File: src/rtl/gwwlb_pkg.sv
// shared types, constants and helper functions for the word-wrap line breaker
// no dependencies
package gwwlb_pkg;

    localparam int MAX_LINE_CHARS_DEF = 4095;

    localparam int CHAR_W     = 8;
    localparam int WRAP_W     = 16;
    localparam int FONT_W     = 8;
    localparam int PITCH_W    = 8;
    localparam int CHARS_W    = 12;
    localparam int PIX_W      = 20;
    localparam int CFG_IDX_W  = 1;
    localparam int CFG_DATA_W = 16;

    localparam logic [CFG_IDX_W-1:0] CFG_WRAP_WIDTH = 1'b0;
    localparam logic [CFG_IDX_W-1:0] CFG_FONT_PX    = 1'b1;

    localparam logic [WRAP_W-1:0]  WRAP_RESET  = 16'd320;
    localparam logic [FONT_W-1:0]  FONT_RESET  = 8'd14;
    localparam logic [PITCH_W-1:0] PITCH_RESET = 8'd8;

    localparam logic [CHAR_W-1:0] CHAR_NEWLINE = 8'h0A;
    localparam logic [CHAR_W-1:0] CHAR_SPACE   = 8'h20;
    localparam logic [CHAR_W-1:0] CHAR_TAB     = 8'h09;
    localparam logic [CHAR_W-1:0] CHAR_CR      = 8'h0D;

    localparam int MID_DEPTH = 4;
    localparam int OUT_DEPTH = 4;

    // floor(x/5) as (x*205)>>10, exact for x below 1024
    localparam logic [10:0] PITCH_RECIP = 11'd205;
    localparam int          PITCH_SHIFT = 10;

    // floor(v/5) as (v*838861)>>22, exact for v below 2**22
    localparam int           PROD_W      = 22;
    localparam logic [19:0]  PIX_RECIP   = 20'd838861;
    localparam int           PIX_SHIFT   = 22;
    localparam logic [PIX_W-1:0]   PIX_MAX   = 20'hFFFFF;
    localparam logic [CHARS_W-1:0] CHARS_MAX = 12'hFFF;

    typedef struct packed {
        logic               valid;
        logic [CHARS_W-1:0] chars;
        logic               eot;
    } rec_t;

    typedef struct packed {
        logic two;
        rec_t first;
        rec_t second;
    } entry_t;

    typedef struct packed {
        logic               valid;
        logic [CHARS_W-1:0] chars;
        logic [PIX_W-1:0]   pixels;
        logic               eot;
    } out_t;

    function automatic logic is_ws(input logic [CHAR_W-1:0] c);
        return (c == CHAR_SPACE) || ((c >= CHAR_TAB) && (c <= CHAR_CR));
    endfunction

    function automatic logic [PITCH_W-1:0] pitch_of(input logic [FONT_W-1:0] font);
        logic [9:0]  x;
        logic [20:0] p;
        logic [20:0] q;
        x = {2'b00, font} + {1'b0, font, 1'b0};
        p = x * PITCH_RECIP;
        q = p >> PITCH_SHIFT;
        return q[PITCH_W-1:0];
    endfunction

endpackage

File: src/rtl/greedy_word_wrap_line_breaker_top.sv
// greedy fixed-pitch word wrap: one text byte per cycle unless full, results
// one per cycle unless the output queue is empty; a result passes the middle
// queue, the s1 and s2 registers and the output queue before it can be popped;
// a byte that closes two lines becomes two results in the back end
// reset: wrap_width 320, font_px 14, start of line, all queues empty
module greedy_word_wrap_line_breaker_top
    import gwwlb_pkg::*;
#(
    parameter int MAX_LINE_CHARS = MAX_LINE_CHARS_DEF
) (
    input  logic                  clk,
    input  logic                  rst_n,
    input  logic                  push,
    output logic                  full,
    input  logic [CHAR_W-1:0]     char_code,
    input  logic                  text_end,
    output logic                  empty,
    input  logic                  pop,
    output logic                  line_valid,
    output logic [CHARS_W-1:0]    line_chars,
    output logic [PIX_W-1:0]      line_pixels,
    output logic                  end_of_text,
    input  logic                  cfg_we,
    input  logic [CFG_IDX_W-1:0]  cfg_index,
    input  logic [CFG_DATA_W-1:0] cfg_data
);

    logic [WRAP_W-1:0]  wrap_width_reg;
    logic [FONT_W-1:0]  font_px_reg;
    logic [PITCH_W-1:0] pitch_reg;

    logic   q_push, q_full, q_empty, q_pop;
    entry_t q_wdata, q_rdata;

    always_ff @(posedge clk or negedge rst_n)
    begin
        if (!rst_n)
        begin
            wrap_width_reg <= WRAP_RESET;
            font_px_reg    <= FONT_RESET;
            pitch_reg      <= PITCH_RESET;
        end
        else if (cfg_we)
        begin
            unique case (cfg_index)
                CFG_WRAP_WIDTH:
                begin
                    wrap_width_reg <= cfg_data[WRAP_W-1:0];
                end
                CFG_FONT_PX:
                begin
                    font_px_reg <= cfg_data[FONT_W-1:0];
                    pitch_reg   <= pitch_of(cfg_data[FONT_W-1:0]);
                end
            endcase
        end
    end

    gwwlb_front #(
        .MAX_LINE_CHARS (MAX_LINE_CHARS)
    ) u_front (
        .clk        (clk),
        .rst_n      (rst_n),
        .push       (push),
        .char_code  (char_code),
        .text_end   (text_end),
        .full       (full),
        .wrap_width (wrap_width_reg),
        .pitch      (pitch_reg),
        .q_full     (q_full),
        .q_push     (q_push),
        .q_data     (q_wdata)
    );

    gwwlb_fifo #(
        .WIDTH ($bits(entry_t)),
        .DEPTH (MID_DEPTH)
    ) u_mid_fifo (
        .clk   (clk),
        .rst_n (rst_n),
        .push  (q_push),
        .wdata (q_wdata),
        .full  (q_full),
        .pop   (q_pop),
        .rdata (q_rdata),
        .empty (q_empty),
        .count ()
    );

    gwwlb_back u_back (
        .clk         (clk),
        .rst_n       (rst_n),
        .head        (q_rdata),
        .mid_empty   (q_empty),
        .mid_pop     (q_pop),
        .font_px     (font_px_reg),
        .pop         (pop),
        .empty       (empty),
        .line_valid  (line_valid),
        .line_chars  (line_chars),
        .line_pixels (line_pixels),
        .end_of_text (end_of_text)
    );

endmodule

File: src/rtl/gwwlb_fifo.sv
// small register-based word queue with count
// depends on nothing but its parameters
module gwwlb_fifo #(
    parameter int WIDTH = 8,
    parameter int DEPTH = 4
) (
    input  logic                       clk,
    input  logic                       rst_n,
    input  logic                       push,
    input  logic [WIDTH-1:0]           wdata,
    output logic                       full,
    input  logic                       pop,
    output logic [WIDTH-1:0]           rdata,
    output logic                       empty,
    output logic [$clog2(DEPTH+1)-1:0] count
);

    localparam int PW   = (DEPTH > 1) ? $clog2(DEPTH) : 1;
    localparam int CNTW = $clog2(DEPTH+1);

    logic [WIDTH-1:0] mem_reg [DEPTH];
    logic [PW-1:0]    wr_ptr_reg, wr_ptr_next;
    logic [PW-1:0]    rd_ptr_reg, rd_ptr_next;
    logic [CNTW-1:0]  cnt_reg, cnt_next;
    logic             do_push, do_pop;

    assign full    = (cnt_reg == CNTW'(DEPTH));
    assign empty   = (cnt_reg == '0);
    assign count   = cnt_reg;
    assign rdata   = mem_reg[rd_ptr_reg];
    assign do_push = push && !full;
    assign do_pop  = pop && !empty;

    always_comb
    begin
        wr_ptr_next = wr_ptr_reg;
        rd_ptr_next = rd_ptr_reg;
        cnt_next    = cnt_reg;
        if (do_push)
        begin
            wr_ptr_next = (wr_ptr_reg == PW'(DEPTH-1)) ? '0 : wr_ptr_reg + 1'b1;
        end
        if (do_pop)
        begin
            rd_ptr_next = (rd_ptr_reg == PW'(DEPTH-1)) ? '0 : rd_ptr_reg + 1'b1;
        end
        if (do_push && !do_pop)
        begin
            cnt_next = cnt_reg + 1'b1;
        end
        else if (do_pop && !do_push)
        begin
            cnt_next = cnt_reg - 1'b1;
        end
    end

    always_ff @(posedge clk or negedge rst_n)
    begin
        if (!rst_n)
        begin
            wr_ptr_reg <= '0;
            rd_ptr_reg <= '0;
            cnt_reg    <= '0;
        end
        else
        begin
            wr_ptr_reg <= wr_ptr_next;
            rd_ptr_reg <= rd_ptr_next;
            cnt_reg    <= cnt_next;
        end
    end

    always_ff @(posedge clk)
    begin
        if (do_push)
        begin
            mem_reg[wr_ptr_reg] <= wdata;
        end
    end

endmodule

File: src/rtl/gwwlb_front.sv
// front end: takes text bytes, tracks the line state and decides line breaks
// depends on gwwlb_pkg; writes up to two line records per byte into the queue
module gwwlb_front
    import gwwlb_pkg::*;
#(
    parameter int MAX_LINE_CHARS = MAX_LINE_CHARS_DEF
) (
    input  logic               clk,
    input  logic               rst_n,
    input  logic               push,
    input  logic [CHAR_W-1:0]  char_code,
    input  logic               text_end,
    output logic               full,
    input  logic [WRAP_W-1:0]  wrap_width,
    input  logic [PITCH_W-1:0] pitch,
    input  logic               q_full,
    output logic               q_push,
    output entry_t             q_data
);

    localparam int CW    = $clog2(MAX_LINE_CHARS+1);
    localparam int PRW   = CW + PITCH_W + 1;
    localparam int CMP_W = (PRW > WRAP_W) ? PRW : WRAP_W;
    localparam int EW    = CW + CHARS_W;

    logic          skip_reg, skip_next;
    logic [CW-1:0] chars_reg, chars_next;
    logic          ss_reg, ss_next;
    logic [CW-1:0] si_reg, si_next;

    logic           accept, ws, nl, wrap;
    logic [CW:0]    ch1;
    logic [PRW-1:0] prod;
    logic [CW-1:0]  carry;
    logic           b_skip, b_ss, take;
    logic [CW-1:0]  b_ch, b_si, t_ch, t_si;
    logic           t_ss;
    logic           e0v;
    logic [CW-1:0]  e0len;
    logic [1:0]     cnt;
    rec_t           ra, rb;

    function automatic logic [CHARS_W-1:0] sat_chars(input logic [CW-1:0] len);
        logic [EW-1:0] ext;
        ext = EW'(len);
        return (ext > EW'(CHARS_MAX)) ? CHARS_MAX : ext[CHARS_W-1:0];
    endfunction

    assign full   = q_full;
    assign accept = push && !q_full;
    assign ws     = is_ws(char_code);
    assign nl     = (char_code == CHAR_NEWLINE);
    assign ch1    = {1'b0, chars_reg} + 1'b1;
    assign prod   = ch1 * pitch;
    assign wrap   = ss_reg && (CMP_W'(prod) > CMP_W'(wrap_width));
    assign carry  = (chars_reg > si_reg) ? chars_reg - si_reg - 1'b1 : '0;

    always_comb
    begin
        b_skip = skip_reg;
        b_ch   = chars_reg;
        b_ss   = ss_reg;
        b_si   = si_reg;
        take   = 1'b0;
        e0v    = 1'b0;
        e0len  = '0;
        if (skip_reg)
        begin
            if (!ws)
            begin
                b_skip = 1'b0;
                b_ch   = '0;
                b_ss   = 1'b0;
                take   = 1'b1;
            end
        end
        else if (nl)
        begin
            e0v    = 1'b1;
            e0len  = chars_reg;
            b_skip = 1'b1;
            b_ch   = '0;
            b_ss   = 1'b0;
            b_si   = '0;
        end
        else if (wrap)
        begin
            e0v   = 1'b1;
            e0len = si_reg;
            b_ch  = carry;
            b_ss  = 1'b0;
            b_si  = '0;
            if (carry == '0 && ws)
            begin
                b_skip = 1'b1;
            end
            else
            begin
                take = 1'b1;
            end
        end
        else
        begin
            take = 1'b1;
        end

        t_ch = (take && (b_ch < CW'(MAX_LINE_CHARS))) ? b_ch + 1'b1 : b_ch;
        t_si = (take && ws) ? b_ch : b_si;
        t_ss = b_ss || (take && ws);

        ra.valid  = e0v;
        ra.chars  = sat_chars(e0len);
        ra.eot    = 1'b0;
        rb.valid  = 1'b1;
        rb.chars  = sat_chars(t_ch);
        rb.eot    = 1'b1;
        cnt       = 2'd0;
        if (e0v)
        begin
            cnt = 2'd1;
            if (text_end)
            begin
                if (!b_skip)
                begin
                    cnt = 2'd2;
                end
                else
                begin
                    ra.eot = 1'b1;
                end
            end
        end
        else if (text_end)
        begin
            cnt = 2'd1;
            if (!b_skip)
            begin
                ra = rb;
            end
            else
            begin
                ra.valid = 1'b0;
                ra.chars = '0;
                ra.eot   = 1'b1;
            end
        end

        q_data.two    = (cnt == 2'd2);
        q_data.first  = ra;
        q_data.second = rb;
        q_push        = accept && (cnt != 2'd0);

        skip_next  = skip_reg;
        chars_next = chars_reg;
        ss_next    = ss_reg;
        si_next    = si_reg;
        if (accept)
        begin
            if (text_end)
            begin
                skip_next  = 1'b1;
                chars_next = '0;
                ss_next    = 1'b0;
                si_next    = '0;
            end
            else
            begin
                skip_next  = b_skip;
                chars_next = t_ch;
                ss_next    = t_ss;
                si_next    = t_si;
            end
        end
    end

    always_ff @(posedge clk or negedge rst_n)
    begin
        if (!rst_n)
        begin
            skip_reg  <= 1'b1;
            chars_reg <= '0;
            ss_reg    <= 1'b0;
            si_reg    <= '0;
        end
        else
        begin
            skip_reg  <= skip_next;
            chars_reg <= chars_next;
            ss_reg    <= ss_next;
            si_reg    <= si_next;
        end
    end

endmodule

File: src/rtl/gwwlb_back.sv
// back end: splits queued records, computes pixel width, buffers results
// depends on gwwlb_pkg and gwwlb_fifo
module gwwlb_back
    import gwwlb_pkg::*;
(
    input  logic               clk,
    input  logic               rst_n,
    input  entry_t             head,
    input  logic               mid_empty,
    output logic               mid_pop,
    input  logic [FONT_W-1:0]  font_px,
    input  logic               pop,
    output logic               empty,
    output logic               line_valid,
    output logic [CHARS_W-1:0] line_chars,
    output logic [PIX_W-1:0]   line_pixels,
    output logic               end_of_text
);

    localparam int OCW = $clog2(OUT_DEPTH+1);
    localparam int BW  = PROD_W + 20;

    logic               sel_reg, sel_next;
    logic               s1_valid_reg;
    rec_t               s1_rec_reg;
    logic [PROD_W-1:0]  s1_prod_reg;
    logic               s2_valid_reg;
    out_t               s2_out_reg;

    logic [OCW-1:0]              out_count;
    logic [OCW+1:0]              busy;
    logic                        issue, last_sub;
    rec_t                        cur;
    logic [CHARS_W+FONT_W-1:0]   m;
    logic [PROD_W-1:0]           prod3;
    logic [BW-1:0]               big, q;
    logic [PIX_W-1:0]            pix;
    out_t                        rd;

    assign busy     = (OCW+2)'(out_count) + (OCW+2)'(s1_valid_reg)
                    + (OCW+2)'(s2_valid_reg);
    assign issue    = !mid_empty && (busy < (OCW+2)'(OUT_DEPTH));
    assign cur      = sel_reg ? head.second : head.first;
    assign last_sub = !head.two || sel_reg;
    assign mid_pop  = issue && last_sub;
    assign sel_next = issue ? !last_sub : sel_reg;

    assign m     = cur.chars * font_px;
    assign prod3 = PROD_W'({m, 1'b0}) + PROD_W'(m);

    assign big = s1_prod_reg * PIX_RECIP;
    assign q   = big >> PIX_SHIFT;
    assign pix = (q > BW'(PIX_MAX)) ? PIX_MAX : q[PIX_W-1:0];

    always_ff @(posedge clk or negedge rst_n)
    begin
        if (!rst_n)
        begin
            sel_reg      <= 1'b0;
            s1_valid_reg <= 1'b0;
            s2_valid_reg <= 1'b0;
        end
        else
        begin
            sel_reg      <= sel_next;
            s1_valid_reg <= issue;
            s2_valid_reg <= s1_valid_reg;
        end
    end

    always_ff @(posedge clk)
    begin
        s1_rec_reg        <= cur;
        s1_prod_reg       <= prod3;
        s2_out_reg.valid  <= s1_rec_reg.valid;
        s2_out_reg.chars  <= s1_rec_reg.chars;
        s2_out_reg.eot    <= s1_rec_reg.eot;
        s2_out_reg.pixels <= pix;
    end

    gwwlb_fifo #(
        .WIDTH ($bits(out_t)),
        .DEPTH (OUT_DEPTH)
    ) u_out_fifo (
        .clk   (clk),
        .rst_n (rst_n),
        .push  (s2_valid_reg),
        .wdata (s2_out_reg),
        .full  (),
        .pop   (pop),
        .rdata (rd),
        .empty (empty),
        .count (out_count)
    );

    assign line_valid  = rd.valid;
    assign line_chars  = rd.chars;
    assign line_pixels = rd.pixels;
    assign end_of_text = rd.eot;

endmodule
File: config.mk
export PLATFORM = sky130hd
export DESIGN_NAME = greedy_word_wrap_line_breaker_top
export DESIGN_NICKNAME = d
export VERILOG_FILES = /design/src/rtl/gwwlb_pkg.sv /design/src/rtl/greedy_word_wrap_line_breaker_top.sv /design/src/rtl/gwwlb_fifo.sv /design/src/rtl/gwwlb_front.sv /design/src/rtl/gwwlb_back.sv
export SDC_FILE = /design/constraint.sdc
export NUM_CORES = 2
export LEC_CHECK = 0
export ABC_AREA = 1
export BUFFER_PORTS_ARGS = -buffer_cell sky130_fd_sc_hd__clkbuf_2
export CAP_MARGIN = 0
export CORE_MARGIN = 2
export CORE_UTILIZATION = 55
export DETAILED_ROUTE_END_ITERATION = 8
export GPL_TIMING_DRIVEN = 1
export PLACE_DENSITY = 0.75
export SLEW_MARGIN = 5
export SYNTH_ARGS = -nofsm -noshare
export SYNTH_HDL_FRONTEND = slang
export SYNTH_HIERARCHICAL = 1
export SYNTH_SLANG_ARGS = --single-unit
File: constraint.sdc
create_clock -name clk -period 12.9 [get_ports clk]
set_input_delay 0.645 -clock clk [delete_from_list [all_inputs] [get_ports clk]]
set_output_delay 0.645 -clock clk [all_outputs]
set_load 0.05 [all_outputs]
======== Yosys cells after proc, flatten, opt, wreduce, memory -nomap -nowiden ========
Memories as Yosys holds them, arrays and structs flattened.
Cells that the tools add are included.
W data, S select, Z words.
storage, ports and cells
  bits in registers ....................... 145
  bits in writable memories ............... 244
  output and inout port bits .............. 36
  word-level logic and storage cells ...... 161
  memories kept ........................... 2
operators by class
  add/sub/neg operators ................... 16
  multipliers ............................. 4
  order comparisons ....................... 7
  eq/ne operators ......................... 10
  mux-type cells .......................... 57
  bitwise logic cells ..................... 1
  reduce and logical (&&, ||, !) cells .... 40
memory list
  memory                     words  bits a word  read ports  clocked after Yosys merged registers in  write ports  RTL line          source
  u_back.u_out_fifo.mem_reg  4      34           1           0                                        1            gwwlb_fifo.sv:21  logic [WIDTH-1:0] mem_reg [DEPTH];
  u_mid_fifo.mem_reg         4      27           1           0                                        1            gwwlb_fifo.sv:21
operators by type and width
  cell                      count
  $mux W12                  15
  $mul A22 B20 Y42 const B  1
  $mux W14                  3
  $mux W1                   27
  $add A21 B20 Y22          1
  $gt A21 B16 Y1            1
  $mul A13 B8 Y21           1
  $gt A20 B20 Y1 const B    1
  $mul A12 B8 Y20           1
  $mul A10 B8 Y18 const B   1
  $logic_and A1 B1 Y1       17
  $mux W2                   7
  $add A12 B1 Y13 const B   1
  $mux W13                  1
  $add A12 B1 Y12 const B   1
  $gt A12 B12 Y1            1
  $logic_not A12 Y1         1
  $lt A12 B12 Y1 const B    1
  $mux W3                   4
  $sub A12 B1 Y12 const B   1
  $sub A12 B12 Y12          1
  $add A8 B9 Y10            1
  $eq A2 B2 Y1 const B      5
  $logic_not A1 Y1          10
  19 further kinds          31

======== Longest topological paths before layout ========
  word-level depth ........................ 19
  mapped depth ............................ 53
  gate-level depth less buffers ........... 52

======== Hierarchy ========
Netlist, hierarchy kept.
by module, submodules not included
  module                             instances  cells each  area an instance (um^2)  seq. area each (um^2)
  gwwlb_back                         1          1785        14540.2                  1476.4
  gwwlb_front                        1          1114        7228.2                   651.9
  gwwlb_fifo at u_back.u_out_fifo    1          457         5820.6                   4259.1
  gwwlb_fifo at u_mid_fifo           1          399         5144.9                   3658.5
  greedy_word_wrap_line_breaker_top  1          400         3238.1                   808.3

======== Worst setup path after synthesis ========
OpenSTA, ideal clock, no wires.
  path kind ............................... reg-to-reg
  start point ............................. reg u_front.chars_reg[0]
  end point ............................... mem u_mid_fifo/mem_reg[0][0] (netlist name) (enable)
  setup time .............................. 415 ps
  arrival ................................. 7874 ps
  data required time ...................... 12485 ps
  path slack .............................. 4611 ps
  cell stages (with the launch flop) ...... 45
  buffers on the path ..................... 1
  clock period less this slack ............ 8289 ps
  path through ............................ dfrtp_1 > clkbuf_1 > inv_1 > nor3_1 > inv_1 > nor2_1 > inv_1 > nor3_1 > inv_1 > nor2_1 > nand2_1 > xor2_1 > nor2_1 > fa_1 > fa_1 > fa_1 > inv_1 > fa_1 > [9 not listed] > nand4_1 > nor2_1 > nand2_1 > nand2_1 > nand2_1 > nand2_1 > nand2_1 > nand2_1 > nand2_1 > nand2_4 > nand2_4 > inv_2 > nor2_1 > nor2_4 > inv_2 > a21oi_1 > nand2_1 > nor2_1
between the ends
  cells in the longest elaborated chain, start to end .. 17
RTL lines
  what                                                                      RTL line                                 source
  start, declared                                                           gwwlb_front.sv:27                        logic [CW-1:0] chars_reg, chars_next;
  start signal, assigned                                                    gwwlb_front.sv:188                       chars_reg <= chars_next;
  parallel branches: the longest is 11 deep, another holds $mul A13 B8 Y21  --
  $mux W2 (*)                                                               gwwlb_front.sv:118                       if (e0v)
  $reduce_bool A2 Y1 (*)                                                    gwwlb_front.sv:151                       q_push = accept && (cnt != 2'd0);
  $logic_and A1 B1 Y1 (*)                                                   gwwlb_front.sv:151
  net q_push                                                                greedy_word_wrap_line_breaker_top.sv:32  logic q_push, q_full, q_empty, q_pop;
  $logic_and A1 B1 Y1 (*)                                                   gwwlb_fifo.sv:31                         assign do_push = push && !full;
  $mux W1 (*)                                                               gwwlb_fifo.sv:75                         if (do_push)
  $mux W1 (implied by the code) (*)                                         gwwlb_fifo.sv:77                         mem_reg[wr_ptr_reg] <= wdata;
  end, declared                                                             gwwlb_fifo.sv:21
Mark *: on every way through the listed nets, which the timed path passes.

======== Final worst setup path ========
  start point ............................. reg u_front.chars_reg[0]
  end point ............................... mem u_mid_fifo/mem_reg[0][17] (netlist name) (data pin)
between the ends
  cells in the longest elaborated chain, start to end .. 14
RTL lines
  what                                                                      RTL line
  parallel branches: the longest is 13 deep, another holds $mul A13 B8 Y21  --
  $mux W13 (*)                                                              gwwlb_front.sv:118
Every way passes the cells marked *.

==> results by group <==
Die
  • Core Region: 64580 um2
  • DIE AREA: 67460 um2
  • # rows: 93
  • Die X-Extent: 259.7 um
  • Die height: 259.7 um
  • IO Count: 67
  • Starting density of the core: 0.5570

Timing
  • RSZ-0062 raised after global routing: false
  • Tcrit/Tclk final: 0.6960
  • Worst slew margin: 0.1951
  • Fmax achieved: 111.4 MHz
  • Setup Skew: 0.02970 ns
  • # setup viols final: 0
  • Final setup TNS: 0 ns
  • Final hold viol count: 0
  • Min cycle time layout: 8.979 ns
  • Worst-Margin Slew: 1.204 ns
  • Final slew viol count: 0

Global routing
  • Antenna violations before repair: 0
  • Total grt overflow: 0
  • Total GRT Usage: 0.2556
  • Largest net degree at the start of global routing: 105
  • Number of global-route vias before repair: 27390
  • First-pass GRT wire length: 138100 um

Worst setup path
  • Worst-path fanout max: 18
  • Most frequent CP cell: nand2_1
  • Critical Path End: u_mid_fifo/mem_reg[0][17]
  • CP endpoint kind: flop
  • Worst setup startpoint: u_front/chars_reg[0]
  • Critical path's slowest cell: xor2_1
  • CP required: 13.19 ns
  • Worst EP arrival: 9.27 ns
  • Slowest stage delay, CP: 0.58 ns
  • R2R Setup Slk: 3.92 ns
  • Worst R2R Path Depth: 50
  • Critical Setup Path Class: flop to flop
  • CP startpoint kind: flop
  • Reg-to-Reg End: u_mid_fifo/mem_reg[0][17]
  • Critical R2R Launch: u_front/chars_reg[0]

Clocking
  • Post-CTS Setup Inserts: 0
  • Root buffer cell: clkbuf_16
  • Cts repair resizes: 0
  • CTS Buf Count: 42
  • Max Root-Sink Buffers: 3
  • Hold-fix buffers, CTS: 1
  • CTS tree: built
  • Clock transition at path regs: 0.06 ns
  • Clk_lat worst skew: 0.59 ns
  • CTS Sinks: 397
  • Htree depth: 2

Route
  • Routed vias: 27100
  • Avg WL per Cell: 16.42 um
  • Initial drt markers: 1891
  • Via/cell ratio: 5.322
  • Residual DRC count: 0
  • Antenna Nets Post-Route: 0
  • DRT Wirelength: 83590 um
  • DR pass1 iterations: 7

Layout
  • Max reg flops: 136
  • Area delta synth->final: 7.183%
  • Nets: 4946
  • Area of the multi-input gates: 21340 um2
  • Fillers: 5540
  • Reg area: 10860 um2
  • Share of layout cells above drive strength 1: 0.07389

Yosys
  • Post-Syn Area: 35970 um2
  • Synthesized instance count: 4154
  • Average cell area after synthesis: 8.659 um2
  • Yosys Warn Count: 6

Flow run
  • Max_cap viols: 0

Placement
  • Post-DP HPWL: 65860 um
  • Gpl congestion: 0.9602
  • Port buffer count: 66

Min path
  • Worst min-delay path class: input port to flop

Outcome
  • Outcome: finished, final reports clean
==> routing by layer <==
metal  vias up  global-route usage  part of all wire
met5         -                   0                 0
met4         0              0.1015             0.041
met3       206             0.02885             0.055
met2       815              0.4364              0.48
met1     12860              0.3332              0.43
li1      13220                   -                 -
==> through the flow <==
stage	setup WS [ns]	std cells	util	cell area, um2	hold slack [ns]
floorplan	4.611	4155	-	35970	0.3096
global placement	4.261	5012	0.5739	37060	0.3107
detailed placement	4.011	5012	0.5739	37060	0.3121
CTS	3.983	5091	0.5969	38550	0.2785
global route	3.291	5091	0.5969	38550	0.2963
finish	3.921	5092	0.5970	38550	0.3038
==> how the worst min path moves through the flow <==
| stage | start | to | slack [ns] | depth (start not counted) |
|---|---|---|---|---|
| floorplan | u_back/s1_rec_reg[0] | u_back/s2_out_reg[0] | 0.31 | 0 |
| global placement | u_back/s1_rec_reg[12] | u_back/s2_out_reg[32] | 0.31 | 0 |
| detailed placement | u_back/s1_rec_reg[10] | u_back/s2_out_reg[30] | 0.31 | 0 |
| CTS | cfg_data[8] | wrap_width_reg[8] | 0.28 | 2 |
| global route | cfg_data[8] | wrap_width_reg[8] | 0.30 | 2 |
| finish | cfg_data[9] | wrap_width_reg[9] | 0.30 | 2 |
==> layout by cell type, fill, tap and decap left out, types with 70 or more instances in the layout <==
master / count
a21oi_1: 123
dfxtp_1: 70
edfxtp_1: 252
fa_1: 298
ha_1: 415
inv_1: 871
nand2_1: 934
nand3_1: 154
nor2_1: 286
o211ai_1: 112
o21ai_0: 91
==> final cells by class <==
cell class,count,share of cell area
antenna,1,0.00006491
multi-input combinational,2783,0.5534
clock buffer,58,0.03064
sequential,397,0.2817
inverter,900,0.08763
tap,855,0.02775
timing repair buffer,78,0.01103
clock inverter,20,0.007724
==> worst max-delay path, delay by kind of cell, from the launching register on <==
kind,cells,cell delay [ns]
compound gates,4,0.48
xor+xnor,2,0.72
fa+ha+maj,7,2.91
buf+inv,9,0.86
flops,1,0.55
simple gates,28,3.14
Power is left out: the tool's default activity adds up to more than one toggle a clock period on the data nets, which glitch-free logic cannot reach.
